[src/sv/clpr_pkg.sv]
// Shared types and constants for the cluster label path replay block.
package clpr_pkg;

  // Fixed field widths of the request, result and configuration items.
  localparam int unsigned REQ_TYPE_W  = 2;
  localparam int unsigned POINT_IDX_W = 6;
  localparam int unsigned LABEL_W     = 9;
  localparam int unsigned EVENT_IDX_W = 8;
  localparam int unsigned LAMBDA_W    = 32;
  localparam int unsigned POS_W       = 7;
  localparam int unsigned CHILD_W     = 10;
  localparam int unsigned NPTS_W      = 7;
  localparam int unsigned NEVT_W      = 9;
  localparam int unsigned CFG_IDX_W   = 1;
  localparam int unsigned CFG_DATA_W  = 9;

  // Request codes.
  localparam logic [REQ_TYPE_W-1:0] REQ_LOAD_LABEL = 2'd0;
  localparam logic [REQ_TYPE_W-1:0] REQ_LOAD_EVENT = 2'd1;
  localparam logic [REQ_TYPE_W-1:0] REQ_QUERY      = 2'd2;

  // Configuration register indexes.
  localparam logic [CFG_IDX_W-1:0] CFG_NUM_POINTS = 1'b0;
  localparam logic [CFG_IDX_W-1:0] CFG_NUM_EVENTS = 1'b1;

  // Configuration reset values.
  localparam logic [NPTS_W-1:0] NUM_POINTS_RST = 7'd64;
  localparam logic [NEVT_W-1:0] NUM_EVENTS_RST = 9'd0;

  // An applied event k writes label k plus this offset.
  localparam logic [LABEL_W-1:0] LABEL_OFFSET = 9'd2;

  // Child link that marks a single-point event.
  localparam logic [CHILD_W-1:0] CHILD_SINGLE = 10'h3FF;

  // One request item.
  typedef struct packed {
    logic [REQ_TYPE_W-1:0]  req_type;
    logic [POINT_IDX_W-1:0] point_index;
    logic [LABEL_W-1:0]     label_value;
    logic [EVENT_IDX_W-1:0] event_index;
    logic [LAMBDA_W-1:0]    event_lambda_in;
    logic [POS_W-1:0]       event_start_in;
    logic [POS_W-1:0]       event_end_in;
    logic [CHILD_W-1:0]     event_child_in;
    logic [LAMBDA_W-1:0]    query_lambda;
  } clpr_req_t;

  // One entry of the event table.
  typedef struct packed {
    logic [LAMBDA_W-1:0] lambda;
    logic [POS_W-1:0]    start_pos;
    logic [POS_W-1:0]    end_pos;
    logic [CHILD_W-1:0]  child;
  } clpr_event_t;

  // One result item.
  typedef struct packed {
    logic [LABEL_W-1:0]     label;
    logic [POINT_IDX_W-1:0] out_point_index;
    logic                   last;
  } clpr_res_t;

  // Tag that travels with a label memory read during emission.
  typedef struct packed {
    logic                   vld;
    logic [POINT_IDX_W-1:0] idx;
    logic                   last;
  } clpr_tag_t;

  // Sequencer states.
  typedef enum logic [2:0] {
    ST_IDLE,
    ST_EV_RD,
    ST_EV_CHK,
    ST_END,
    ST_FILL,
    ST_EMIT
  } clpr_state_e;

endpackage

[src/sv/clpr_out_buf.sv]
// Two-entry result buffer fed by label memory reads, with issue credit.
module clpr_out_buf (
  input  logic                         clk_i,
  input  logic                         rst_ni,
  input  clpr_pkg::clpr_tag_t          tag_i,
  input  logic [clpr_pkg::LABEL_W-1:0] label_i,
  output logic                         can_issue_o,
  output logic                         res_valid_o,
  input  logic                         res_ready_i,
  output clpr_pkg::clpr_res_t          res_o
);

  clpr_pkg::clpr_res_t buf_q [2];
  logic [1:0]          cnt_q, cnt_d;
  logic                head_q, head_d;
  logic                tail;
  logic                pop;

  assign pop  = res_valid_o && res_ready_i;
  assign tail = head_q ^ cnt_q[0];

  // Occupancy and head pointer.
  always_comb begin
    cnt_d  = cnt_q + {1'b0, tag_i.vld} - {1'b0, pop};
    head_d = head_q ^ pop;
  end

  always_ff @(posedge clk_i or negedge rst_ni) begin
    if (!rst_ni) begin
      cnt_q  <= 2'd0;
      head_q <= 1'b0;
    end else begin
      cnt_q  <= cnt_d;
      head_q <= head_d;
    end
  end

  // A landing read fills the slot after the current occupants.
  always_ff @(posedge clk_i) begin
    if (tag_i.vld) begin
      buf_q[tail] <= '{label: label_i, out_point_index: tag_i.idx, last: tag_i.last};
    end
  end

  // A read issued now lands next cycle; keep at most two items in the buffer.
  assign can_issue_o = (cnt_d <= 2'd1);
  assign res_valid_o = (cnt_q != 2'd0);
  assign res_o       = buf_q[head_q];

endmodule

[config.mk]
export PLATFORM = sky130hd
export DESIGN_NAME = clpr_out_buf
export DESIGN_NICKNAME = d
export VERILOG_FILES = /design/src/sv/clpr_pkg.sv /design/src/sv/clpr_out_buf.sv
export SDC_FILE = /design/constraint.sdc
export NUM_CORES = 1
export LEC_CHECK = 0
export ABC_AREA = 1
export CAP_MARGIN = 10
export CORE_UTILIZATION = 55
export CTS_CLUSTER_DIAMETER = 80
export DETAILED_ROUTE_END_ITERATION = 8
export DONT_BUFFER_PORTS = 1
export HOLD_SLACK_MARGIN = 0.02
export PLACE_DENSITY = 0.73
export SYNTH_ARGS = -nofsm -noshare
export SYNTH_HDL_FRONTEND = slang
export SYNTH_SLANG_ARGS = --single-unit
[constraint.sdc]
create_clock -name clk_i -period 2.4 [get_ports clk_i]
set_input_delay 0.12 -clock clk_i [delete_from_list [all_inputs] [get_ports clk_i]]
set_output_delay 0.12 -clock clk_i [all_outputs]
set_load 0.01 [all_outputs]
==> tab_implementation.tex <==
\begin{tabular}{lr}
\hline
Metric & Value \\
\hline
\multicolumn{2}{l}{\textbf{Yosys}} \\
\quad Post-synth top cells & sky130\_fd\_sc\_hd\_\_nand2\_1, sky130\_fd\_sc\_hd\_\_edfxtp\_1, sky130\_fd\_sc\_hd\_\_inv\_1, sky130\_fd\_sc\_hd\_\_dfrtp\_1, sky130\_fd\_sc\_hd\_\_nand3\_1 \\
\quad Most frequently used flop master after synthesis & sky130\_fd\_sc\_hd\_\_edfxtp\_1 \\
\quad Largest cells by area after synthesis & sky130\_fd\_sc\_hd\_\_edfxtp\_1, sky130\_fd\_sc\_hd\_\_nand2\_1, sky130\_fd\_sc\_hd\_\_dfrtp\_1, sky130\_fd\_sc\_hd\_\_ha\_1, sky130\_fd\_sc\_hd\_\_buf\_6 \\
\quad Total nets after synthesis & 135 \\
\quad Dominant cell type by area after synthesis & sky130\_fd\_sc\_hd\_\_edfxtp\_1 \\
\quad Area fraction of the dominant cell type after synthesis & 69.6\% \\
\quad Post-synthesis sequential area ratio & 75.1\% \\
\quad Top-count cell post-synth & sky130\_fd\_sc\_hd\_\_nand2\_1 \\
\quad Yosys warning total & 0 \\
\quad Number of distinct library cells after synthesis & 12 \\
\quad Post-Syn Area per Cell & 12.2 um2 \\
\quad Syn Inst Count & approximately 110 \\
\quad Synth Register Bits & 35 \\
\quad Share of async-settable or async-resettable flops after synthesis & under 10\% \\
\quad Number of enable flip-flop cells after synthesis & 32 \\
\quad Area of the mapped netlist & $\sim$1400 um2 \\
\multicolumn{2}{l}{\textbf{Placement}} \\
\quad Worst-case setup slack after placement & 565 ps \\
\quad Global placement routability congestion & around 0.65 \\
\quad Placement-stage cell area & 1400 um2 \\
\quad Detailed placement HPWL & 1420 um \\
\quad Number of buffers added on ports & 0 \\
\multicolumn{2}{l}{\textbf{Timing}} \\
\quad Highest attainable clock frequency & 514 MHz \\
\quad Number of setup violations in the final report & 0 \\
\quad Worst Max-Slew Pin Slew & 716 ps \\
\quad Minimum setup slack in the final design & 455 ps \\
\quad Unrepaired setup endpoints after global routing & false \\
\quad Final number of max-transition violations & 0 \\
\quad Time the final worst path needs with I/O delays and setup & roughly 2000 ps \\
\quad Final Hold Violating Endpoints & 0 \\
\quad Max-Slew Margin vs Limit & 52.3\% \\
\quad Post-Route Setup TNS & 0 ps \\
\quad Final clock period utilization by the worst path & between 80 and 90\% \\
\quad Clock skew & 4.71 ps \\
\multicolumn{2}{l}{\textbf{Detailed routing}} \\
\quad Pre-Repair DR Iteration Count & 4 \\
\quad Average via count per standard cell & 5.04 \\
\quad Residual DRC & 0 \\
\quad Count of vias placed by the detailed router & 842 \\
\quad Initial detailed-routing violation count & 13 \\
\quad Average wire per standard cell & 13.0 um \\
\quad Final Routed Wirelength & 2170 um \\
\quad Count of nets left with antenna violations after detail routing & 0 \\
\multicolumn{2}{l}{\textbf{Cells and area}} \\
\quad Post-layout instance area & $\sim$1600 um2 \\
\quad Utilization after layout & between 70\% and 80\% \\
\quad Signed area change from the synthesized netlist to the final layout & 19.0\% \\
\quad Antenna Diode Count & 0 \\
\quad Post-layout net count & 160 \\
\quad Fraction of layout instances using a drive strength above 1 & 7.19\% \\
\quad Number of fill cells & about 170 \\
\multicolumn{2}{l}{\textbf{Critical path}} \\
\quad Critical path arrival & 1820 ps \\
\quad Worst Setup End Kind & output port \\
\quad Maximum fanout along the worst path & 3 \\
\quad Critical path class & reg -> out \\
\quad Startpoint kind of the worst setup timing path & register \\
\quad Required arrival time at the worst endpoint & 2280 ps \\
\multicolumn{2}{l}{\textbf{Floorplanning}} \\
\quad Horizontal die dimension & 52.1 um \\
\quad Die Footprint & roughly 2700 um2 \\
\quad Number of rows created at floorplan & 17 \\
\quad Die Ht & 52.1 um \\
\quad Total I/O pin count & 38 \\
\quad Total core area & 2300 um2 \\
\quad Initial core utilization & 60.1\% \\
\multicolumn{2}{l}{\textbf{Power and ir drop}} \\
\quad Ratio of total power to cell area & between 1000 and 1500 nW/um2 \\
\quad Maximum ir drop on the vdd rail & between 700 and 800 uV \\
\quad Total power consumption of the routed design & 1.83 mW \\
\quad Reported leakage power & 0.692 nW \\
\multicolumn{2}{l}{\textbf{Run}} \\
\quad Max capacitance violation total & 0 \\
\multicolumn{2}{l}{\textbf{Clock tree}} \\
\quad Cts bufs inserted & 5 \\
\quad Clock insertion delay at the later pin of the skew report & 330 ps \\
\quad TritonCTS clock tree & built \\
\quad Clk buf depth & 2 \\
\quad Clk pin slew, worst setup/hold paths & about 90 ps \\
\quad H-tree depth reported by CTS & 2 \\
\quad Cell chosen for the clock root & sky130\_fd\_sc\_hd\_\_clkbuf\_4 \\
\quad Setup Fix Bufs, Post-CTS & 0 \\
\quad Clock Sink Count & 35 \\
\multicolumn{2}{l}{\textbf{Global routing}} \\
\quad Antenna violations before repair & 0 \\
\quad First-pass GRT wire length & 3230 um \\
\quad Global router's overall resource usage & a little under a fifth \\
\quad Largest net degree at the start of global routing & 19 \\
\quad Number of global-route vias before repair & around 750 \\
\quad Total gr overflow & 0 \\
\multicolumn{2}{l}{\textbf{Hold path}} \\
\quad Min-delay worst type & in -> async \\
\multicolumn{2}{l}{\textbf{Status}} \\
\quad Result of the run & completed \\
\hline
\end{tabular}
state kept, by name, indices dropped and copies added (netlist names):
signal	flops
buf_q	32
cnt_q	2
head_q	1
stage by stage:
step / hold WS, ps / instances
floorplan: -176 / 113
global placement: -176 / 140
detailed placement: -175 / 140
CTS: 37.6 / 167
global route: 30.7 / 167
finish: 38.7 / 167
critical path, cell delays in order (launching register included):
cell and delay (ps):
sky130_fd_sc_hd__dfrtp_1 410, sky130_fd_sc_hd__inv_2 80, sky130_fd_sc_hd__nand2_1 120, sky130_fd_sc_hd__nand2_1 110, sky130_fd_sc_hd__inv_1 40, sky130_fd_sc_hd__ha_1 260, sky130_fd_sc_hd__inv_1 40, sky130_fd_sc_hd__ha_1 200
sky130_fd_sc_hd__inv_1 80, sky130_fd_sc_hd__nand2_1 50, sky130_fd_sc_hd__nand2_1 100
path summary, 6_finish.rpt:
path / start / endpoint / slack, ps / depth (start not counted)
min in group clk_i: tag_i[7] / buf_q[0][4] / 160 / 1
hold / removal: rst_ni / cnt_q[0] / 40 / 1
max in group asynchronous: rst_ni / cnt_q[1] / 2200 / 1
hold reg to reg: cnt_q[1] / cnt_q[1] / 650 / 3
setup reg to reg: head_q / buf_q[1][15] / 560 / 3
setup / recovery: cnt_q[0] / can_issue_o / 460 / 10
power by group:
part,switching [mW],internal (mW)
Combinational,0.441,0.168
Sequential,0.0733,0.868
Clock,0.171,0.108
Total,0.685,1.14
per-layer routing:
layer / global-route usage [%] / wire length [um] / part of all wire [%]
met5: 0 / 0 / 0
met4: 10.8 / 50 / 2.3
met3: 11.4 / 193 / 8.9
met2: 32.3 / 1140 / 52
met1: 15.9 / 792 / 36
repair_timing:
item,in CTS,in global routing
gates resized for setup,0,0
hold buffers,19,0
hold endpoints to repair,37,0
layout by cell type, fill, tap and decap left out:
cell type	instances
sky130_fd_sc_hd__dlygate4sd3_1	19
sky130_fd_sc_hd__and3_1	1
sky130_fd_sc_hd__ha_1	2
sky130_fd_sc_hd__a21boi_2	1
sky130_fd_sc_hd__dfrtp_1	3
sky130_fd_sc_hd__edfxtp_1	32
sky130_fd_sc_hd__buf_4	2
sky130_fd_sc_hd__inv_2	1
sky130_fd_sc_hd__nand2_1	61
sky130_fd_sc_hd__inv_6	1
sky130_fd_sc_hd__clkbuf_1	1
sky130_fd_sc_hd__clkbuf_4	5
sky130_fd_sc_hd__inv_1	5
sky130_fd_sc_hd__clkinv_1	2
sky130_fd_sc_hd__nand3_1	3
logic make-up after synthesis:
kind of cell | share of synthesized area (%)
flip-flops | 75.1
buffers and inverters | 4.44
adder cells (fa/ha/maj) | 1.81
AO/OA/AOI/OAI | 0.544
AND/OR/NAND/NOR | 18.1
area by class of cell:
| class | count | area [um2] | area share, % |
|---|---|---|---|
| inverters | 7 | 31.3 | 1.90 |
| clock inverters | 2 | 7.51 | 0.457 |
| well taps | 28 | 35.0 | 2.13 |
| multi-input cells | 68 | 287 | 17.4 |
| repair buffers | 21 | 205 | 12.5 |
| flip-flops and latches | 35 | 1040 | 63.1 |
| clock buffers | 6 | 41.3 | 2.51 |
Note: power is estimated with default switching activity, not from simulation.
