## src/sv/clpr_pkg.sv

```systemverilog
// Shared types and constants for the cluster label path replay block.
package clpr_pkg;

  // Fixed field widths of the request, result and configuration items.
  localparam int unsigned REQ_TYPE_W  = 2;
  localparam int unsigned POINT_IDX_W = 6;
  localparam int unsigned LABEL_W     = 9;
  localparam int unsigned EVENT_IDX_W = 8;
  localparam int unsigned LAMBDA_W    = 32;
  localparam int unsigned POS_W       = 7;
  localparam int unsigned CHILD_W     = 10;
  localparam int unsigned NPTS_W      = 7;
  localparam int unsigned NEVT_W      = 9;
  localparam int unsigned CFG_IDX_W   = 1;
  localparam int unsigned CFG_DATA_W  = 9;

  // Request codes.
  localparam logic [REQ_TYPE_W-1:0] REQ_LOAD_LABEL = 2'd0;
  localparam logic [REQ_TYPE_W-1:0] REQ_LOAD_EVENT = 2'd1;
  localparam logic [REQ_TYPE_W-1:0] REQ_QUERY      = 2'd2;

  // Configuration register indexes.
  localparam logic [CFG_IDX_W-1:0] CFG_NUM_POINTS = 1'b0;
  localparam logic [CFG_IDX_W-1:0] CFG_NUM_EVENTS = 1'b1;

  // Configuration reset values.
  localparam logic [NPTS_W-1:0] NUM_POINTS_RST = 7'd64;
  localparam logic [NEVT_W-1:0] NUM_EVENTS_RST = 9'd0;

  // An applied event k writes label k plus this offset.
  localparam logic [LABEL_W-1:0] LABEL_OFFSET = 9'd2;

  // Child link that marks a single-point event.
  localparam logic [CHILD_W-1:0] CHILD_SINGLE = 10'h3FF;

  // One request item.
  typedef struct packed {
    logic [REQ_TYPE_W-1:0]  req_type;
    logic [POINT_IDX_W-1:0] point_index;
    logic [LABEL_W-1:0]     label_value;
    logic [EVENT_IDX_W-1:0] event_index;
    logic [LAMBDA_W-1:0]    event_lambda_in;
    logic [POS_W-1:0]       event_start_in;
    logic [POS_W-1:0]       event_end_in;
    logic [CHILD_W-1:0]     event_child_in;
    logic [LAMBDA_W-1:0]    query_lambda;
  } clpr_req_t;

  // One entry of the event table.
  typedef struct packed {
    logic [LAMBDA_W-1:0] lambda;
    logic [POS_W-1:0]    start_pos;
    logic [POS_W-1:0]    end_pos;
    logic [CHILD_W-1:0]  child;
  } clpr_event_t;

  // One result item.
  typedef struct packed {
    logic [LABEL_W-1:0]     label;
    logic [POINT_IDX_W-1:0] out_point_index;
    logic                   last;
  } clpr_res_t;

  // Tag that travels with a label memory read during emission.
  typedef struct packed {
    logic                   vld;
    logic [POINT_IDX_W-1:0] idx;
    logic                   last;
  } clpr_tag_t;

  // Sequencer states.
  typedef enum logic [2:0] {
    ST_IDLE,
    ST_EV_RD,
    ST_EV_CHK,
    ST_END,
    ST_FILL,
    ST_EMIT
  } clpr_state_e;

endpackage

```

## src/sv/clpr_ctrl.sv

```systemverilog
// Sequencer: loads, event replay over the label memory, and label emission.
module clpr_ctrl #(
  parameter int unsigned MAX_POINTS = 64,
  parameter int unsigned MAX_EVENTS = 256,
  parameter int unsigned PA_W       = 6,
  parameter int unsigned EA_W       = 8,
  parameter int unsigned PTR_W      = 9
) (
  input  logic                            clk_i,
  input  logic                            rst_ni,
  input  logic                            cfg_we_i,
  input  logic [clpr_pkg::CFG_IDX_W-1:0]  cfg_idx_i,
  input  logic [clpr_pkg::CFG_DATA_W-1:0] cfg_data_i,
  input  logic                            req_valid_i,
  output logic                            req_ready_o,
  input  clpr_pkg::clpr_req_t             req_i,
  output logic                            lbl_we_o,
  output logic [PA_W-1:0]                 lbl_waddr_o,
  output logic [clpr_pkg::LABEL_W-1:0]    lbl_wdata_o,
  output logic                            lbl_re_o,
  output logic [PA_W-1:0]                 lbl_raddr_o,
  output logic                            ev_we_o,
  output logic [EA_W-1:0]                 ev_waddr_o,
  output clpr_pkg::clpr_event_t           ev_wdata_o,
  output logic                            ev_re_o,
  output logic [EA_W-1:0]                 ev_raddr_o,
  input  clpr_pkg::clpr_event_t           ev_rdata_i,
  input  logic                            can_issue_i,
  output clpr_pkg::clpr_tag_t             tag_o
);

  clpr_pkg::clpr_state_e state_q, state_d;

  logic [clpr_pkg::NPTS_W-1:0]   num_points_q;
  logic [clpr_pkg::NEVT_W-1:0]   num_events_q;
  logic [PTR_W-1:0]              ptr_q, ptr_d;
  logic [clpr_pkg::LAMBDA_W-1:0] qlam_q, qlam_d;
  logic [clpr_pkg::POS_W-1:0]    s_q, s_d;
  logic [clpr_pkg::POS_W-1:0]    e_q, e_d;
  logic [clpr_pkg::POS_W:0]      j_q, j_d;
  logic [clpr_pkg::NPTS_W-1:0]   m_q, m_d;
  clpr_pkg::clpr_tag_t           tag_q, tag_d;

  logic [clpr_pkg::NPTS_W-1:0]   np;
  logic [PTR_W-1:0]              ne;
  logic                          accept;
  logic                          child_single;
  logic                          child_link;
  logic [clpr_pkg::LABEL_W-1:0]  cur_label;
  clpr_pkg::clpr_state_e         after_replay;

  // Effective point and event counts.
  assign np = (32'(num_points_q) > 32'(MAX_POINTS)) ? clpr_pkg::NPTS_W'(MAX_POINTS)
                                                    : num_points_q;
  assign ne = (32'(num_events_q) > 32'(MAX_EVENTS)) ? PTR_W'(MAX_EVENTS)
                                                    : PTR_W'(num_events_q);

  assign req_ready_o = (state_q == clpr_pkg::ST_IDLE);
  assign accept      = req_valid_i && req_ready_o;

  // Child link decode of the event just read.
  assign child_single = (ev_rdata_i.child == clpr_pkg::CHILD_SINGLE);
  assign child_link   = !ev_rdata_i.child[clpr_pkg::CHILD_W-1]
                        && (ev_rdata_i.child != '0)
                        && (32'(ev_rdata_i.child) <= 32'(MAX_EVENTS));

  assign cur_label    = clpr_pkg::LABEL_W'(ptr_q) + clpr_pkg::LABEL_OFFSET;
  assign after_replay = (np == '0) ? clpr_pkg::ST_IDLE : clpr_pkg::ST_EMIT;

  // Configuration registers.
  always_ff @(posedge clk_i or negedge rst_ni) begin
    if (!rst_ni) begin
      num_points_q <= clpr_pkg::NUM_POINTS_RST;
      num_events_q <= clpr_pkg::NUM_EVENTS_RST;
    end else if (cfg_we_i) begin
      unique case (cfg_idx_i)
        clpr_pkg::CFG_NUM_POINTS: num_points_q <= clpr_pkg::NPTS_W'(cfg_data_i);
        clpr_pkg::CFG_NUM_EVENTS: num_events_q <= cfg_data_i;
        default: ;
      endcase
    end
  end

  // Next state and memory control.
  always_comb begin
    state_d     = state_q;
    ptr_d       = ptr_q;
    qlam_d      = qlam_q;
    s_d         = s_q;
    e_d         = e_q;
    j_d         = j_q;
    m_d         = m_q;
    tag_d       = '0;
    lbl_we_o    = 1'b0;
    lbl_waddr_o = PA_W'(req_i.point_index);
    lbl_wdata_o = req_i.label_value;
    lbl_re_o    = 1'b0;
    lbl_raddr_o = PA_W'(m_q);
    ev_we_o     = 1'b0;
    ev_waddr_o  = EA_W'(req_i.event_index);
    ev_wdata_o  = '{lambda:    req_i.event_lambda_in,
                    start_pos: req_i.event_start_in,
                    end_pos:   req_i.event_end_in,
                    child:     req_i.event_child_in};
    ev_re_o     = 1'b0;
    ev_raddr_o  = EA_W'(ptr_q);

    unique case (state_q)
      clpr_pkg::ST_IDLE: begin
        if (accept) begin
          unique case (req_i.req_type)
            clpr_pkg::REQ_LOAD_LABEL: begin
              lbl_we_o = (32'(req_i.point_index) < 32'(MAX_POINTS));
              ptr_d    = '0;
            end
            clpr_pkg::REQ_LOAD_EVENT: begin
              ev_we_o = (32'(req_i.event_index) < 32'(MAX_EVENTS));
              ptr_d   = '0;
            end
            clpr_pkg::REQ_QUERY: begin
              qlam_d  = req_i.query_lambda;
              state_d = clpr_pkg::ST_EV_RD;
            end
            default: ;
          endcase
        end
      end

      // Fetch the next pending event, or end the replay: emission, or idle with no points.
      clpr_pkg::ST_EV_RD: begin
        m_d = '0;
        if (ptr_q < ne) begin
          ev_re_o = 1'b1;
          state_d = clpr_pkg::ST_EV_CHK;
        end else begin
          state_d = after_replay;
        end
      end

      // Compare lambdas and decode the event's range.
      clpr_pkg::ST_EV_CHK: begin
        m_d = '0;
        if (qlam_q < ev_rdata_i.lambda) begin
          s_d = ev_rdata_i.start_pos;
          if (child_single) begin
            e_d     = ev_rdata_i.start_pos;
            j_d     = {1'b0, ev_rdata_i.start_pos};
            state_d = clpr_pkg::ST_FILL;
          end else if (child_link) begin
            ev_re_o    = 1'b1;
            ev_raddr_o = EA_W'(ev_rdata_i.child - clpr_pkg::CHILD_W'(1));
            state_d    = clpr_pkg::ST_END;
          end else begin
            ptr_d   = ptr_q + PTR_W'(1);
            state_d = clpr_pkg::ST_EV_RD;
          end
        end else begin
          state_d = after_replay;
        end
      end

      // The child's end bounds the range.
      clpr_pkg::ST_END: begin
        e_d     = ev_rdata_i.end_pos;
        j_d     = {1'b0, s_q};
        state_d = clpr_pkg::ST_FILL;
      end

      // Write one point of the range per cycle; stop past the range or the points.
      clpr_pkg::ST_FILL: begin
        if ((j_q <= {1'b0, e_q}) && (j_q <= {1'b0, np})) begin
          lbl_we_o    = (j_q != '0);
          lbl_waddr_o = PA_W'(j_q - 8'd1);
          lbl_wdata_o = cur_label;
          j_d         = j_q + 8'd1;
        end else begin
          ptr_d   = ptr_q + PTR_W'(1);
          state_d = clpr_pkg::ST_EV_RD;
        end
      end

      // Read the labels in order as buffer space allows.
      clpr_pkg::ST_EMIT: begin
        if (can_issue_i) begin
          lbl_re_o   = 1'b1;
          tag_d.vld  = 1'b1;
          tag_d.idx  = clpr_pkg::POINT_IDX_W'(m_q);
          tag_d.last = (m_q + 7'd1 == np);
          m_d        = m_q + 7'd1;
          if (m_q + 7'd1 == np) begin
            state_d = clpr_pkg::ST_IDLE;
          end
        end
      end

      default: state_d = clpr_pkg::ST_IDLE;
    endcase
  end

  // Control registers.
  always_ff @(posedge clk_i or negedge rst_ni) begin
    if (!rst_ni) begin
      state_q <= clpr_pkg::ST_IDLE;
      ptr_q   <= '0;
      tag_q   <= '0;
    end else begin
      state_q <= state_d;
      ptr_q   <= ptr_d;
      tag_q   <= tag_d;
    end
  end

  // Working registers.
  always_ff @(posedge clk_i) begin
    qlam_q <= qlam_d;
    s_q    <= s_d;
    e_q    <= e_d;
    j_q    <= j_d;
    m_q    <= m_d;
  end

  assign tag_o = tag_q;

endmodule

```

## config.mk

```make
export PLATFORM = sky130hd
export DESIGN_NAME = clpr_ctrl
export DESIGN_NICKNAME = d
export VERILOG_FILES = /design/src/sv/clpr_pkg.sv /design/src/sv/clpr_ctrl.sv
export SDC_FILE = /design/constraint.sdc
export NUM_CORES = 1
export LEC_CHECK = 0
export BUFFER_PORTS_ARGS = -buffer_cell sky130_fd_sc_hd__buf_4
export CAP_MARGIN = 20
export CORE_AREA = 2 2 125 127
export CTS_CLUSTER_SIZE = 16
export DETAILED_ROUTE_END_ITERATION = 7
export DIE_AREA = 0 0 127 129
export GPL_TIMING_DRIVEN = 0
export PLACE_DENSITY_LB_ADDON = 0.08
export SETUP_SLACK_MARGIN = 0.5
export SLEW_MARGIN = 20
export SYNTH_ARGS = -nofsm -noshare
export SYNTH_HDL_FRONTEND = slang
export SYNTH_SLANG_ARGS = --single-unit
```

## constraint.sdc

```tcl
create_clock -name clk_i -period 4.06 [get_ports clk_i]
set_input_delay 0.812 -clock clk_i [delete_from_list [all_inputs] [get_ports clk_i]]
set_output_delay 0.812 -clock clk_i [all_outputs]
set_load 0.02 [all_outputs]
```

==> impl_metrics.env <==
export IMPL_outcome="finished, final reports clean"
export IMPL_crit_type="reg -> out"
export IMPL_worst_slew_pin_slew_ps=1040
export IMPL_clock_root_buffer="clkbuf_16"
export IMPL_synth_area_leaders="edfxtp_1 28%, dfrtp_1 13%, ha_1 11%, buf_4 8.0%, mux2_2 4.4%"
export IMPL_antenna_cells_inserted=0
export IMPL_synth_flop_cell="edfxtp_1"
export IMPL_synth_cell_area_um2=6650
export IMPL_final_hold_violation_count=0
export IMPL_clock_sink_count=97
export IMPL_synth_top_cell_area_share_pct=27.5
export IMPL_post_synth_top_area_cell="edfxtp_1"
export IMPL_post_route_drc_count=0
export IMPL_grt_first_pass_wirelength_mm=28.9
export IMPL_route_detailed_wl_per_inst_um=16.6
export IMPL_vias_per_cell=5.21
export IMPL_grt_ovfl_total=0
export IMPL_number_of_global_route_vias_before_repair=5939
export IMPL_synth_common_cells="71 x buf_4, 61 x edfxtp_1, 61 x ha_1"
export IMPL_route_vias_total=5884
export IMPL_finalWirelength_mm=18.7
export IMPL_postPlaceCellArea_um2=8630
export IMPL_post_cts_hold_buffer_count=0
export IMPL_htree_levels=3
export IMPL_clk_pin_slew_ps=70
export IMPL_core_area_um2=15000
export IMPL_drt_pre_antenna_iters=4
export IMPL_grt_usage_pct=22.3
export IMPL_worstPathMaxFanout=5
export IMPL_cts_root_to_sink_buffers=2
export IMPL_fin_crit_ps=3630
export IMPL_finalSetupViolations=0
export IMPL_routabilityCongestion=0.832
export IMPL_post_route_util_pct=64.3
export IMPL_netlist_instances=678
export IMPL_io_port_bufs=225
export IMPL_fp_dieArea_um2=16400
export IMPL_synth_fp_nets=923
export IMPL_timing_reg2reg_worst_path_depth=11
export IMPL_vdd_ir_drop_max_mv=0.249
export IMPL_hpwl_mm=14.6
export IMPL_setup_worst_path_start_class="flip-flop"
export IMPL_antenna_violating_nets_post_route=0
export IMPL_synth_yosys_seq_area_share_pct=41.1
export IMPL_async_flop_share_pct=37.1
export IMPL_worst_rel_slew_slack_pct=29.8
export IMPL_power_leakage_nw=4.44
export IMPL_p_r_area_growth_vs_syn_pct=44.9
export IMPL_rsz0062_at_grt="yes"
export IMPL_dp_worst_slack_ps=-71.2
export IMPL_drive_gt1_share_pct=46.7
export IMPL_min_period_over_period_pct=89.5
export IMPL_synth_edf_count=61
export IMPL_num_nets_final=1181
export IMPL_fin_area_um2=9640
export IMPL_drt_initial_drc_count=440
export IMPL_power_total_w=0.00407
export IMPL_post_synth_num_cell_types=61
export IMPL_hold_path_class="in -> async"
export IMPL_timing_clock_skew_ps=7.56
export IMPL_most_frequent_cell_after_synthesis="buf_4"
export IMPL_worstSkewPairLatency_ps=350
export IMPL_dieHeight_um=129
export IMPL_initial_core_util_pct=44.4
export IMPL_drv_max_cap_violation_count=0
export IMPL_clock_fmax_mhz=275
export IMPL_fp_dieW_um=127
export IMPL_ys_seq_elements=97
export IMPL_avgSynthCellArea_um2=9.81
export IMPL_tritoncts_num_buffers=9
export IMPL_number_of_antenna_violations_at_the_first_check_in_global_routing=0
export IMPL_final_worst_setup_slack_ps=427
export IMPL_critPathRequiredTime_ps=3250
export IMPL_setup_worst_path_end_class="output port"
export IMPL_power_per_cell_area_nw_per_um2=422
export IMPL_io_pins=290
export IMPL_final_max_slew_viol_count=0
export IMPL_fp_row_count=45
export IMPL_synthesis_warning_total=0
export IMPL_cts_tree="yes"
export IMPL_grt_max_degree=37
export IMPL_crit_arrival_ps=2820
worst paths after layout:
kind / startpoint / to / slack [ps]
worst max-delay path: num_points_q[6] / lbl_wdata_o[2] / 430
worst min-delay path: rst_ni / ptr_q[0] / 410
worst max register to register: qlam_q[2] / j_q[2] / 810
worst min register to register: num_events_q[1] / num_events_q[1] / 520
max in group asynchronous: rst_ni / num_points_q[6] / 3270
min in group clk_i: num_events_q[1] / num_events_q[1] / 520
routing by layer:
layer / up-vias / GRT usage, % / share of wire, % / wire (um)
li1: 2849 / - / - / -
met1: 2760 / 25.4 / 37 / 6960
met2: 241 / 40.6 / 52 / 9740
met3: 34 / 5.49 / 8.2 / 1540
met4: 0 / 8.47 / 2.4 / 442
met5: - / 0 / 0 / 0
area by class of cell:
type                       instances  area (um2)
fill                            1241        5340
multi-input combinational        442        3550
sequential                        97        2730
timing repair buffer             247        1970
buffer                            91         664
clock buffer                      12         279
tap                              188         235
inverter                          48         189
clock inverter                     4        23.8
layout by cell type (no fill, tap or decap), drive strengths merged, types with 6 or more instances in the layout:
cell type | synthesis | routed
nand2b | 8 | 8
ha | 61 | 61
nor3 | 9 | 9
nand4 | 8 | 8
nor2 | 53 | 53
nand3 | 21 | 21
clkbuf | 14 | 25
and3 | 7 | 7
o31ai | 6 | 6
a21oi | 36 | 36
buf | 77 | 325
a31oi | 6 | 6
xor2 | 17 | 17
nor2b | 9 | 9
inv | 47 | 47
xnor2 | 14 | 14
mux2 | 27 | 27
o21ai | 34 | 34
and2 | 8 | 8
nand2 | 54 | 54
edfxtp | 61 | 61
dfrtp | 35 | 35
through the flow:
step           hold slack [ps]  cells  setup TNS (ps)
2_1_floorplan              471    678               0
3_3_place_gp               498   1091           -97.7
3_5_place_dp               497   1093            -349
4_1_cts                    436   1122               0
5_1_grt                    461   1129               0
6_report                   410   1129               0
worst max-delay path, cell delays in order (launching register included):
cell and delay (ps):
dfstp_2 600, buf_6 120, nand2b_4 130, inv_2 50, ha_4 240, nand4_1 100
nor2_2 140, a21oi_2 60, a211oi_4 290, buf_6 180, buf_12 120, mux2_4 300
buf_6 130
kinds of logic (layout without fill, tap and decap cells):
logic type / Yosys count / count (layout) / synth area share [%]
AND/OR/NAND/NOR: 195 / 195 / 14.1
buffers and inverters: 139 / 402 / 12.0
AO/OA/AOI/OAI: 125 / 125 / 12.1
flip-flops: 97 / 97 / 41.1
adder cells (fa/ha/maj): 61 / 61 / 11.5
XOR/XNOR: 31 / 31 / 4.08
multiplexers: 30 / 30 / 5.02
registers in the layout (all words and copies together) (netlist names):
register and count:
qlam_q 32, num_events_q 9, ptr_q 9, j_q 8, tag_o 8, e_q 7
m_q 7, num_points_q 7, s_q 7, state_q 3
power by group:
part | switching, W | total, W | internal [W]
Clock | 0.000378 | 0.000866 | 0.000489
Sequential | 0.000136 | 0.00138 | 0.00124
Combinational | 0.000996 | 0.00182 | 0.000824
timing repair:
item	CTS	global route
pin swaps	16	19
endpoints found under the hold margin	0	0
resized for setup	58	59
gates cloned	1	0
buffers inserted	12	7
setup endpoints to repair	25	25
(Power assumes the default switching activity.)
