==> src/sv/clpr_pkg.sv <==
// Shared types and constants for the cluster label path replay block.
package clpr_pkg;

  // Fixed field widths of the request, result and configuration items.
  localparam int unsigned REQ_TYPE_W  = 2;
  localparam int unsigned POINT_IDX_W = 6;
  localparam int unsigned LABEL_W     = 9;
  localparam int unsigned EVENT_IDX_W = 8;
  localparam int unsigned LAMBDA_W    = 32;
  localparam int unsigned POS_W       = 7;
  localparam int unsigned CHILD_W     = 10;
  localparam int unsigned NPTS_W      = 7;
  localparam int unsigned NEVT_W      = 9;
  localparam int unsigned CFG_IDX_W   = 1;
  localparam int unsigned CFG_DATA_W  = 9;

  // Request codes.
  localparam logic [REQ_TYPE_W-1:0] REQ_LOAD_LABEL = 2'd0;
  localparam logic [REQ_TYPE_W-1:0] REQ_LOAD_EVENT = 2'd1;
  localparam logic [REQ_TYPE_W-1:0] REQ_QUERY      = 2'd2;

  // Configuration register indexes.
  localparam logic [CFG_IDX_W-1:0] CFG_NUM_POINTS = 1'b0;
  localparam logic [CFG_IDX_W-1:0] CFG_NUM_EVENTS = 1'b1;

  // Configuration reset values.
  localparam logic [NPTS_W-1:0] NUM_POINTS_RST = 7'd64;
  localparam logic [NEVT_W-1:0] NUM_EVENTS_RST = 9'd0;

  // An applied event k writes label k plus this offset.
  localparam logic [LABEL_W-1:0] LABEL_OFFSET = 9'd2;

  // Child link that marks a single-point event.
  localparam logic [CHILD_W-1:0] CHILD_SINGLE = 10'h3FF;

  // One request item.
  typedef struct packed {
    logic [REQ_TYPE_W-1:0]  req_type;
    logic [POINT_IDX_W-1:0] point_index;
    logic [LABEL_W-1:0]     label_value;
    logic [EVENT_IDX_W-1:0] event_index;
    logic [LAMBDA_W-1:0]    event_lambda_in;
    logic [POS_W-1:0]       event_start_in;
    logic [POS_W-1:0]       event_end_in;
    logic [CHILD_W-1:0]     event_child_in;
    logic [LAMBDA_W-1:0]    query_lambda;
  } clpr_req_t;

  // One entry of the event table.
  typedef struct packed {
    logic [LAMBDA_W-1:0] lambda;
    logic [POS_W-1:0]    start_pos;
    logic [POS_W-1:0]    end_pos;
    logic [CHILD_W-1:0]  child;
  } clpr_event_t;

  // One result item.
  typedef struct packed {
    logic [LABEL_W-1:0]     label;
    logic [POINT_IDX_W-1:0] out_point_index;
    logic                   last;
  } clpr_res_t;

  // Tag that travels with a label memory read during emission.
  typedef struct packed {
    logic                   vld;
    logic [POINT_IDX_W-1:0] idx;
    logic                   last;
  } clpr_tag_t;

  // Sequencer states.
  typedef enum logic [2:0] {
    ST_IDLE,
    ST_EV_RD,
    ST_EV_CHK,
    ST_END,
    ST_FILL,
    ST_EMIT
  } clpr_state_e;

endpackage

==> src/sv/clpr_label_mem.sv <==
// Label memory: one write port and one registered read port.
module clpr_label_mem #(
  parameter int unsigned DEPTH = 64,
  parameter int unsigned AW    = 6
) (
  input  logic                         clk_i,
  input  logic                         we_i,
  input  logic [AW-1:0]                waddr_i,
  input  logic [clpr_pkg::LABEL_W-1:0] wdata_i,
  input  logic                         re_i,
  input  logic [AW-1:0]                raddr_i,
  output logic [clpr_pkg::LABEL_W-1:0] rdata_o
);

  logic [clpr_pkg::LABEL_W-1:0] mem [DEPTH];
  logic [clpr_pkg::LABEL_W-1:0] rdata_q;

  // Write port.
  always_ff @(posedge clk_i) begin
    if (we_i) begin
      mem[waddr_i] <= wdata_i;
    end
  end

  // Registered read port.
  always_ff @(posedge clk_i) begin
    if (re_i) begin
      rdata_q <= mem[raddr_i];
    end
  end

  assign rdata_o = rdata_q;

endmodule

==> config.mk <==
export PLATFORM = sky130hd
export DESIGN_NAME = clpr_label_mem
export DESIGN_NICKNAME = d
export VERILOG_FILES = /design/src/sv/clpr_pkg.sv /design/src/sv/clpr_label_mem.sv
export SDC_FILE = /design/constraint.sdc
export NUM_CORES = 1
export LEC_CHECK = 0
export BUFFER_PORTS_ARGS = -buffer_cell sky130_fd_sc_hd__buf_2
export CORE_AREA = 2 2 216 218
export CTS_BUF_LIST = sky130_fd_sc_hd__clkbuf_8
export DETAILED_ROUTE_END_ITERATION = 10
export DIE_AREA = 0 0 218 220
export PLACE_DENSITY = 0.71
export SYNTH_ARGS = -nofsm -noshare
export SYNTH_HDL_FRONTEND = slang
export SYNTH_SLANG_ARGS = --single-unit
==> constraint.sdc <==
create_clock -name clk_i -period 4.7 [get_ports clk_i]
set_clock_uncertainty 0.2 [all_clocks]
set_input_delay 0.705 -clock clk_i [delete_from_list [all_inputs] [get_ports clk_i]]
set_output_delay 0.705 -clock clk_i [all_outputs]
set_load 0.03 [all_outputs]
==> results.toml, run 1 <==
[global_route]
antenna_found_initial = 2
use_met2_pct = 33.2
met3_usage_pct = 4.29
gr-total-overflow = 0
busiest_layer = "met2"
grt_usage_pct = 20.9
grt_pass1_wl_um = 71900
grt_max_degree = 67
grt_pass1_vias = 11100
use_met1_pct = 28.7

[synthesis]
synthFlopType = "edfxtp_1"
synthesis.area_um2 = 22700
syn_inst = 1020
synth_fp_nets = 1044
ys_ff_latch = 585
syn_avg_cell_area_um2 = 22.2
synth_seq_area_share_pct = 77.4
synth_compound_area_share_pct = 2.00
synth_top_family_by_area = "multiplexers"
synth_edf_count = 585
yosysWarnings = 0
synth-simple-area-share_pct = 2.82
synthMuxAreaShare_pct = 16.3
synthAdderAreaFrac_pct = 0
synth_xor_area_share_pct = 0
postSynth.asyncResetShare_pct = 0
ys_types = 36

[placed_design]
io_buffers = 32
gp_congestion = 0.823
dpl_worst_slack_ns = 1.09
placed_cell_area_um2 = 23400
place_hpwl_um = 28300

[pwr]
cellLeakagePower_nw = 7.89
powerDensity_nw_per_um2 = 411
ir_drop_mv = 0.192

[cells_and_area]
nets = 1126
syn_to_final_growth_pct = 10.8
layout-drive-gt1-share_pct = 26.2
diodes = 0
finalInstanceArea_um2 = 25100
utilization_pct = 54.8

[setup_path]
worstSetupEndpointType = "register"
r2r-start = "mem[1][8]"
rr_worst_depth = 5
cp.arrival_ns = 3.13
critPathKind = "input pin to register"
crit_required_ns = 4.88
rr_endpoint = "rdata_o[8]"
cp_max_fo = 44
r2r_setup_slack_ns = 2.04
cp-start-kind = "input pin"

[hold_path]
worstHoldPathType = "input pin to register"
min-delay-start = "re_i"
hold_path_depth = 1
whs_endpoint = "rdata_o[1]"

[timing]
period_share_pct = 62.8
holdWs_ns = 0.234
setup_tns_ns = 0
min_period_ns = 2.95
relSlewSlack_pct = 13.1
rsz0062_at_grt = "false"
drv_slew = 0
fmax_ghz = 0.339
final-setup-viol-count = 0
fin_ws_ns = 1.75
worst_pin_slew_ns = 1.30
finalHoldViolations = 0

[route]
drt-initial-drc-count = 1133
antenna_left = 0
vias_per_cell = 5.99
detail_route.wl_per_cell_um = 27.3
dr.pass1.iters = 5
remaining_drc_errors = 0
routed_wl_um = 48500
num_vias = 10600

[clocking]
ctsHoldBuffers = 0
cts_buffer_depth = 3
ctsResizeCount = 0
cts_made_buffers = 92
cts_setup_buffers = 0
clock-root-buffer = "clkbuf_8"
clkLatencyLatePin_ns = 0.64
clk_pin_slew_ns = 0.07
cts_sinks = 585
cts_htree_levels = 3
tritoncts = "built"

[floorplanning]
rows = 79
die_h_um = 220
core_area_um2 = 45900
die-area_um2 = 48000
io_pins = 33
start_util_pct = 49.5
die_x_um = 218

[status]
status = "complete, no violations"

[flow_run]
cap_violations = 0
==> per-stage QoR <==
stage / total power, mW / cells
detailed placement: 6.44 / 1615
floorplan: 6.22 / 1020
global placement: 6.43 / 1615
finish: 10.3 / 1777
CTS: 10.4 / 1777
global route: 10.7 / 1777
==> synthesized netlist by cell type (2+ instances only) <==
cell type  count  share of area [%]
a211oi_1       3              0.099
o2111ai_1      2              0.077
mux2i_1       22               0.97
a2111oi_0      6               0.23
o21bai_1       3              0.099
nor2b_1       14               0.39
o211ai_1       5               0.17
a221o_1        3               0.13
buf_2         14               0.31
o221ai_1       5               0.19
buf_4          9               0.30
edfxtp_1     585                 77
a22oi_1       17               0.56
mux4_2       143                 14
mux4_1         8               0.93
mux2_2         4               0.20
nand2b_1       6               0.17
a21oi_1        5               0.11
buf_12         2               0.18
nor3_1         2              0.044
nand4_1        2              0.055
and2_1         4               0.11
clkbuf_1      23               0.38
nor2_1        70                1.2
nand2_1       24               0.40
nand3b_1       3              0.099
o21ai_1        5               0.11
nand3_1       12               0.26
buf_6          5               0.25
o22ai_1        8               0.22
==> per-layer routing <==
layer	vias to the layer above	share of wire, %
li1	4483	-
met3	104	7.9
met1	5584	41
met5	-	0.056
met4	4	2.8
met2	466	48
==> state kept, by name, summed over array words and instances (netlist names) <==
register / cells
mem: 576
rdata_o: 9
==> placed cells by master, fill, tap and decap left out, types with 2 or more instances in the layout <==
cell type and n:
clkinv_2 9, mux4_1 8, o211ai_1 5, mux4_2 143, a211oi_1 3, nand3_1 12, nor2b_1 14, edfxtp_1 585
nand2_1 24, clkbuf_8 93, nor3_2 2, o2111ai_1 2, mux2i_1 22, clkinvlp_4 4, nand3b_1 3, and2_1 4
o21bai_1 3, nand4_1 2, buf_12 4, bufinv_16 5, o21ai_1 5, mux2_2 4, clkinv_1 22, buf_2 29
inv_6 3, nor2_1 70, o221ai_1 5, nand2b_1 6, a221o_1 3, buf_4 7, inv_1 26, a22oi_1 17
o22ai_1 8, a2111oi_0 6, a21oi_1 5
==> report_power, final <==
group          internal [mW]  leakage (nW)  switching (mW)
clock network           2.12         0.962            1.89
logic                  0.190          1.66           0.329
registers               5.79          5.27          0.0149
==> critical path, stage by stage <==
cell	delay, ns
buf_8	0.39
buf_12	0.35
mux4_1	0.62
mux2_2	0.29
o22ai_1	0.23
a2111oi_0	0.18
a221o_1	0.30
==> cell families after synthesis <==
| kind of cell | Yosys count |
|---|---|
| mux | 177 |
| flops | 585 |
| simple gates | 141 |
| buf+inv | 55 |
| compound gates | 62 |
==> how the worst max path moves through the flow <==
stage                          start          to  cells past startpoint
after detailed placement  raddr_i[0]  rdata_o[5]                      7
after global routing      raddr_i[0]  rdata_o[8]                      7
after floorplan           raddr_i[1]  rdata_o[2]                      7
after CTS                 raddr_i[0]  rdata_o[5]                      7
final                     raddr_i[0]  rdata_o[5]                      7
after global placement    raddr_i[0]  rdata_o[5]                      7
==> final cells by class <==
cell class	instances	area (µm²)
sequential	585	17600
tap	607	759
timing repair buffer	42	304
clock buffer	93	1280
clock inverter	69	432
fill	3468	20700
multi-input combinational	380	4800
inverter	1	3.75
Power figures use the tool's default switching activity.
==> run 2, diff against run 1 <==
--- a/config.mk
+++ b/config.mk
@@ -10,7 +10,7 @@
 export CTS_BUF_LIST = sky130_fd_sc_hd__clkbuf_8
 export DETAILED_ROUTE_END_ITERATION = 10
 export DIE_AREA = 0 0 218 220
-export PLACE_DENSITY = 0.71
+export PLACE_DENSITY = 0.74
 export SYNTH_ARGS = -nofsm -noshare
 export SYNTH_HDL_FRONTEND = slang
 export SYNTH_SLANG_ARGS = --single-unit
==> constraint.sdc (replaced) <==
create_clock -name clk_i -period 2.57 [get_ports clk_i]
set_clock_uncertainty 0.2 [all_clocks]
set_input_delay 0.3855 -clock clk_i [delete_from_list [all_inputs] [get_ports clk_i]]
set_output_delay 0.3855 -clock clk_i [all_outputs]
set_load 0.03 [all_outputs]
==> results.toml, run 2 (synthesis results as in run 1) <==
[status]
status = "complete, no violations"

[setup_path]
crit_family = "multiplexers"
critPathKind = "register to register"
cp-start-kind = "register"
cp_max_fo = 1
cp_cell_sequence = "mux4_1 > mux4_2 > o211ai_1 > nand2_1"
cpPeakStageDelay_ns = 0.54
cp-startpoint = "mem[53][4]"
crit_end = "rdata_o[4]"
cpMaxStageDelayCell = "mux4_2"
cp_num_buf_inv = 0
crit_required_ns = 2.74
cp.arrival_ns = 2.60
worstSetupEndpointType = "register"
rr_endpoint = "rdata_o[4]"
worst-path-stages = 4
r2r_setup_slack_ns = 0.15
r2r-start = "mem[53][4]"
rr_worst_depth = 4

[floorplanning]
io_pins = 33
die-area_um2 = 48000
rows = 79
die_h_um = 220
die_x_um = 218
core_area_um2 = 45900
start_util_pct = 49.5

[pwr]
p_sw_mw = 4.01
pwr-share-clk_pct = 37.0
p_sw_share_pct = 21.6
fin_total_pwr_mw = 18.5
p_seq_share_pct = 57.2
intPower_mw = 14.5
cellLeakagePower_nw = 8.61
ir_drop_mv = 0.363
p_comb_share_pct = 5.7
powerDensity_nw_per_um2 = 708

[cells_and_area]
utilization_pct = 57.1
top_register = "mem"
nets = 1269
syn_to_final_growth_pct = 15.4
layout-drive-gt1-share_pct = 33.6
finalInstanceArea_um2 = 26200
fin_cells = 1914
fillerInstances = 3345
final_common_cell = "edfxtp_1"
final_cell_mix = "edfxtp_1 (585), mux4_2 (143), buf_4 (143), clkbuf_8 (93), nor2_1 (70)"
seq_area_um2 = 17600
largest_register_ffs = 576
diodes = 0
multiInputGateArea_um2 = 4790

[clocking]
clock-root-buffer = "clkbuf_8"
cts_made_buffers = 90
tritoncts = "built"
ctsResizeCount = 0
ctsHoldBuffers = 1
cts_setup_buffers = 0
cts_htree_levels = 3
cts_sinks = 585
clk_pin_slew_ns = 0.06
cts_buffer_depth = 3
clkLatencyLatePin_ns = 0.66

[timing]
period_share_pct = 94.2
relSlewSlack_pct = 45.6
rsz0062_at_grt = "false"
finalHoldViolations = 0
final-setup-viol-count = 0
holdWs_ns = 0.0475
worst_pin_slew_ns = 0.816
min_period_ns = 2.42
fmax_ghz = 0.413
drv_slew = 0

[route]
antenna_left = 0
drt-initial-drc-count = 1320
vias_per_cell = 5.86
dr.pass1.iters = 5
remaining_drc_errors = 0
routed_wl_um = 48900
num_vias = 11200
detail_route.wl_per_cell_um = 25.6

[hold_path]
worstHoldPathType = "input pin to register"

[placed_design]
place_hpwl_um = 31500
io_buffers = 32
placed_cell_area_um2 = 24600
gp_congestion = 0.838
place_inst = 1759

[global_route]
grt_usage_pct = 21.2
antenna_found_initial = 2
grt_max_degree = 65
grt_pass1_wl_um = 73100
grt_pass1_vias = 11500
gr-total-overflow = 0

[flow_run]
cap_violations = 0
run 2: cell types whose count changed in the layout (fill, tap and decap cells not counted), sizes merged:
cell and change:
buf +143, bufinv -3, clkinv -2, clkinvlp -2
dlygate4sd3 +1
run 2: per-stage QoR:
| stage | TNS, ns | setup slack, ns |
|---|---|---|
| after floorplan | 0 | 0.103 |
| after global placement | -2.51 | -0.423 |
| after detailed placement | -2.58 | -0.439 |
| after CTS | 0 | 0.109 |
| after global routing | 0 | 0.00335 |
| final | 0 | 0.149 |
run 2: how the worst min path moves through the flow:
stage / cells past startpoint / to / startpoint / slack, ns
floorplan: 0 / mem[0][0] / wdata_i[0] / 0.28
global placement: 1 / rdata_o[1] / re_i / 0.59
detailed placement: 1 / rdata_o[1] / re_i / 0.60
CTS: 2 / mem[32][1] / wdata_i[1] / 0.03
global route: 2 / mem[54][1] / wdata_i[1] / 0.05
finish: 2 / mem[9][1] / wdata_i[1] / 0.05
run 2: layer usage:
layer  up-vias  routed length (µm)  part of all wire (%)  GRT usage [%]
met4         4                1150                   2.4           7.73
met5         -                  28                 0.057              0
li1       4771                   -                     -              -
met1      5802               19700                    40           29.3
met3        97                4460                   9.1           4.69
met2       542               23600                    48           33.6
run 2: cell type report:
cell class / instances / share of cell area (%)
flip-flops and latches: 585 / 67.1
multi-input cells: 380 / 18.3
inverters: 1 / 0.0143
well taps: 607 / 2.90
clock buffers: 92 / 4.84
clock inverters: 62 / 1.17
repair buffers: 187 / 5.70
run 2: power by group through the flow:
stage / registers (mW) / logic [mW] / clock network, mW
final: 10.6 / 1.06 / 6.86
after detailed placement: 10.8 / 1.06 / 0
after global placement: 10.8 / 1.04 / 0
after global routing: 10.6 / 1.14 / 7.41
after CTS: 10.6 / 1.07 / 7.01
after floorplan: 10.8 / 0.548 / 0
==> run 3, diff against run 2 <==
--- a/config.mk
+++ b/config.mk
@@ -10,6 +10,7 @@
 export CTS_BUF_LIST = sky130_fd_sc_hd__clkbuf_8
 export DETAILED_ROUTE_END_ITERATION = 10
 export DIE_AREA = 0 0 218 220
+export MAX_ROUTING_LAYER = met4
 export PLACE_DENSITY = 0.74
 export SYNTH_ARGS = -nofsm -noshare
 export SYNTH_HDL_FRONTEND = slang
==> results.toml, run 3 (synthesis results as in run 1) <==
[placed_design]
place_hpwl_um = 31500
gp_congestion = 0.851
dpl_worst_slack_ns = -0.439
io_buffers = 32

[pwr]
fin_total_pwr_mw = 18.5
powerDensity_nw_per_um2 = 707
cellLeakagePower_nw = 8.61
ir_drop_mv = 0.362

[floorplanning]
io_pins = 33
die_x_um = 218
die-area_um2 = 48000
start_util_pct = 49.5
core_area_um2 = 45900
die_h_um = 220
rows = 79

[setup_path]
r2r-start = "mem[3][2]"
cpMostUsedCell = "a2111oi_0"
rr_worst_depth = 5
rr_endpoint = "rdata_o[2]"
cp-startpoint = "mem[3][2]"
cp.arrival_ns = 2.64
critPathKind = "register to register"
r2r_setup_slack_ns = 0.14
crit_end = "rdata_o[2]"
worstSetupEndpointType = "register"
crit_required_ns = 2.78
cp_cell_sequence = "mux4_2 > nor2b_1 > a2111oi_0 > a2111oi_0 > a221o_1"
cp-start-kind = "register"
cp_max_fo = 1
cpMaxStageDelayCell = "a2111oi_0"
cpPeakStageDelay_ns = 0.55

[clocking]
cts_buffer_depth = 3
cts_htree_levels = 3
clk_pin_slew_ns = 0.07
cts_setup_buffers = 0
clock-root-buffer = "clkbuf_8"
cts_sinks = 585
clkLatencyLatePin_ns = 0.66
tritoncts = "built"
cts_made_buffers = 90

[flow_run]
cap_violations = 0

[timing]
fin_ws_ns = 0.141
setup_tns_ns = 0
finalHoldViolations = 0
final-setup-viol-count = 0
holdWs_ns = 0.0505
drv_slew = 0
fmax_ghz = 0.412
min_period_ns = 2.43
rsz0062_at_grt = "false"
worst_pin_slew_ns = 0.790
relSlewSlack_pct = 47.3
period_share_pct = 94.5

[hold_path]
hold_path_depth = 2
worstHoldPathType = "input pin to register"

[global_route]
antenna_found_initial = 2
grt_pass1_vias = 11500
grt_usage_pct = 21.9
grt_pass1_wl_um = 73200
gr-total-overflow = 0
grt_max_degree = 65

[cells_and_area]
final_cell_mix = "edfxtp_1 (585), mux4_2 (143), buf_4 (143), clkbuf_8 (93), nor2_1 (70)"
layout-drive-gt1-share_pct = 33.6
largest_register_ffs = 576
top_register = "mem"
nets = 1269
syn_to_final_growth_pct = 15.5
final_common_cell = "edfxtp_1"
fillerInstances = 3343

[route]
antenna_left = 0
routed_wl_um = 48900
remaining_drc_errors = 0
vias_per_cell = 5.85
num_vias = 11200
drt-initial-drc-count = 1395
detail_route.wl_per_cell_um = 25.5
dr.pass1.iters = 5

[status]
status = "complete, no violations"
==> run 3: changes by cell type in the layout (fill, tap and decap cells not counted), sizes merged <==
cell / delta
diode: +2
==> run 3: repair_timing <==
action                    CTS  global route
hold buffers                1             0
resized for setup           0             0
hold endpoints to repair    9             0
==> run 3: how the worst min path moves through the flow <==
| stage | start | to | slack (ns) |
|---|---|---|---|
| 2_1_floorplan | wdata_i[0] | mem[0][0] | 0.28 |
| 3_3_place_gp | re_i | rdata_o[1] | 0.59 |
| 3_5_place_dp | re_i | rdata_o[1] | 0.60 |
| 4_1_cts | wdata_i[1] | mem[32][1] | 0.03 |
| 5_1_grt | wdata_i[1] | mem[54][1] | 0.05 |
| 6_report | wdata_i[1] | mem[8][1] | 0.05 |
==> run 3: area by class of cell <==
cell class,instances,area (µm²),share of cell area (%)
Multi-Input combinational cell,380,4790,18.3
Clock inverter,62,307,1.17
Inverter,1,3.75,0.0143
Sequential cell,585,17600,67.1
Tap cell,607,759,2.90
Antenna cell,2,5.00,0.0191
Clock buffer,92,1270,4.83
Timing Repair Buffer,187,1490,5.70
==> run 3: per-stage QoR <==
stage,util [%],area (µm²),instances
after floorplan,-,22700,1020
after global placement,53.6,24600,1759
after detailed placement,53.6,24600,1759
after CTS,57.1,26200,1914
after global routing,57.1,26200,1916
final,57.1,26200,1916
==> run 3: critical path, delay by kind of cell, from the launching register on <==
family	cells	cell delay, ns
DFF	1	0.35
muxes	1	0.46
AOI/OAI and AO/OA	3	1.05
and+or+nand+nor	1	0.14
==> run 3: metal layers <==
metal / routed length (µm) / track usage (%) / vias up
li1: - / - / 4767
met1: 20100 / 29.5 / 5806
met2: 23500 / 33.6 / 528
met3: 4120 / 4.51 / 103
met4: 1260 / 7.76 / 0
met5: 0 / - / -
==> run 3: where the power goes <==
group | internal [mW] | switching (mW)
Sequential | 10.6 | 0.0260
Clock | 3.50 | 3.35
Combinational | 0.441 | 0.623
Total | 14.5 | 4.00
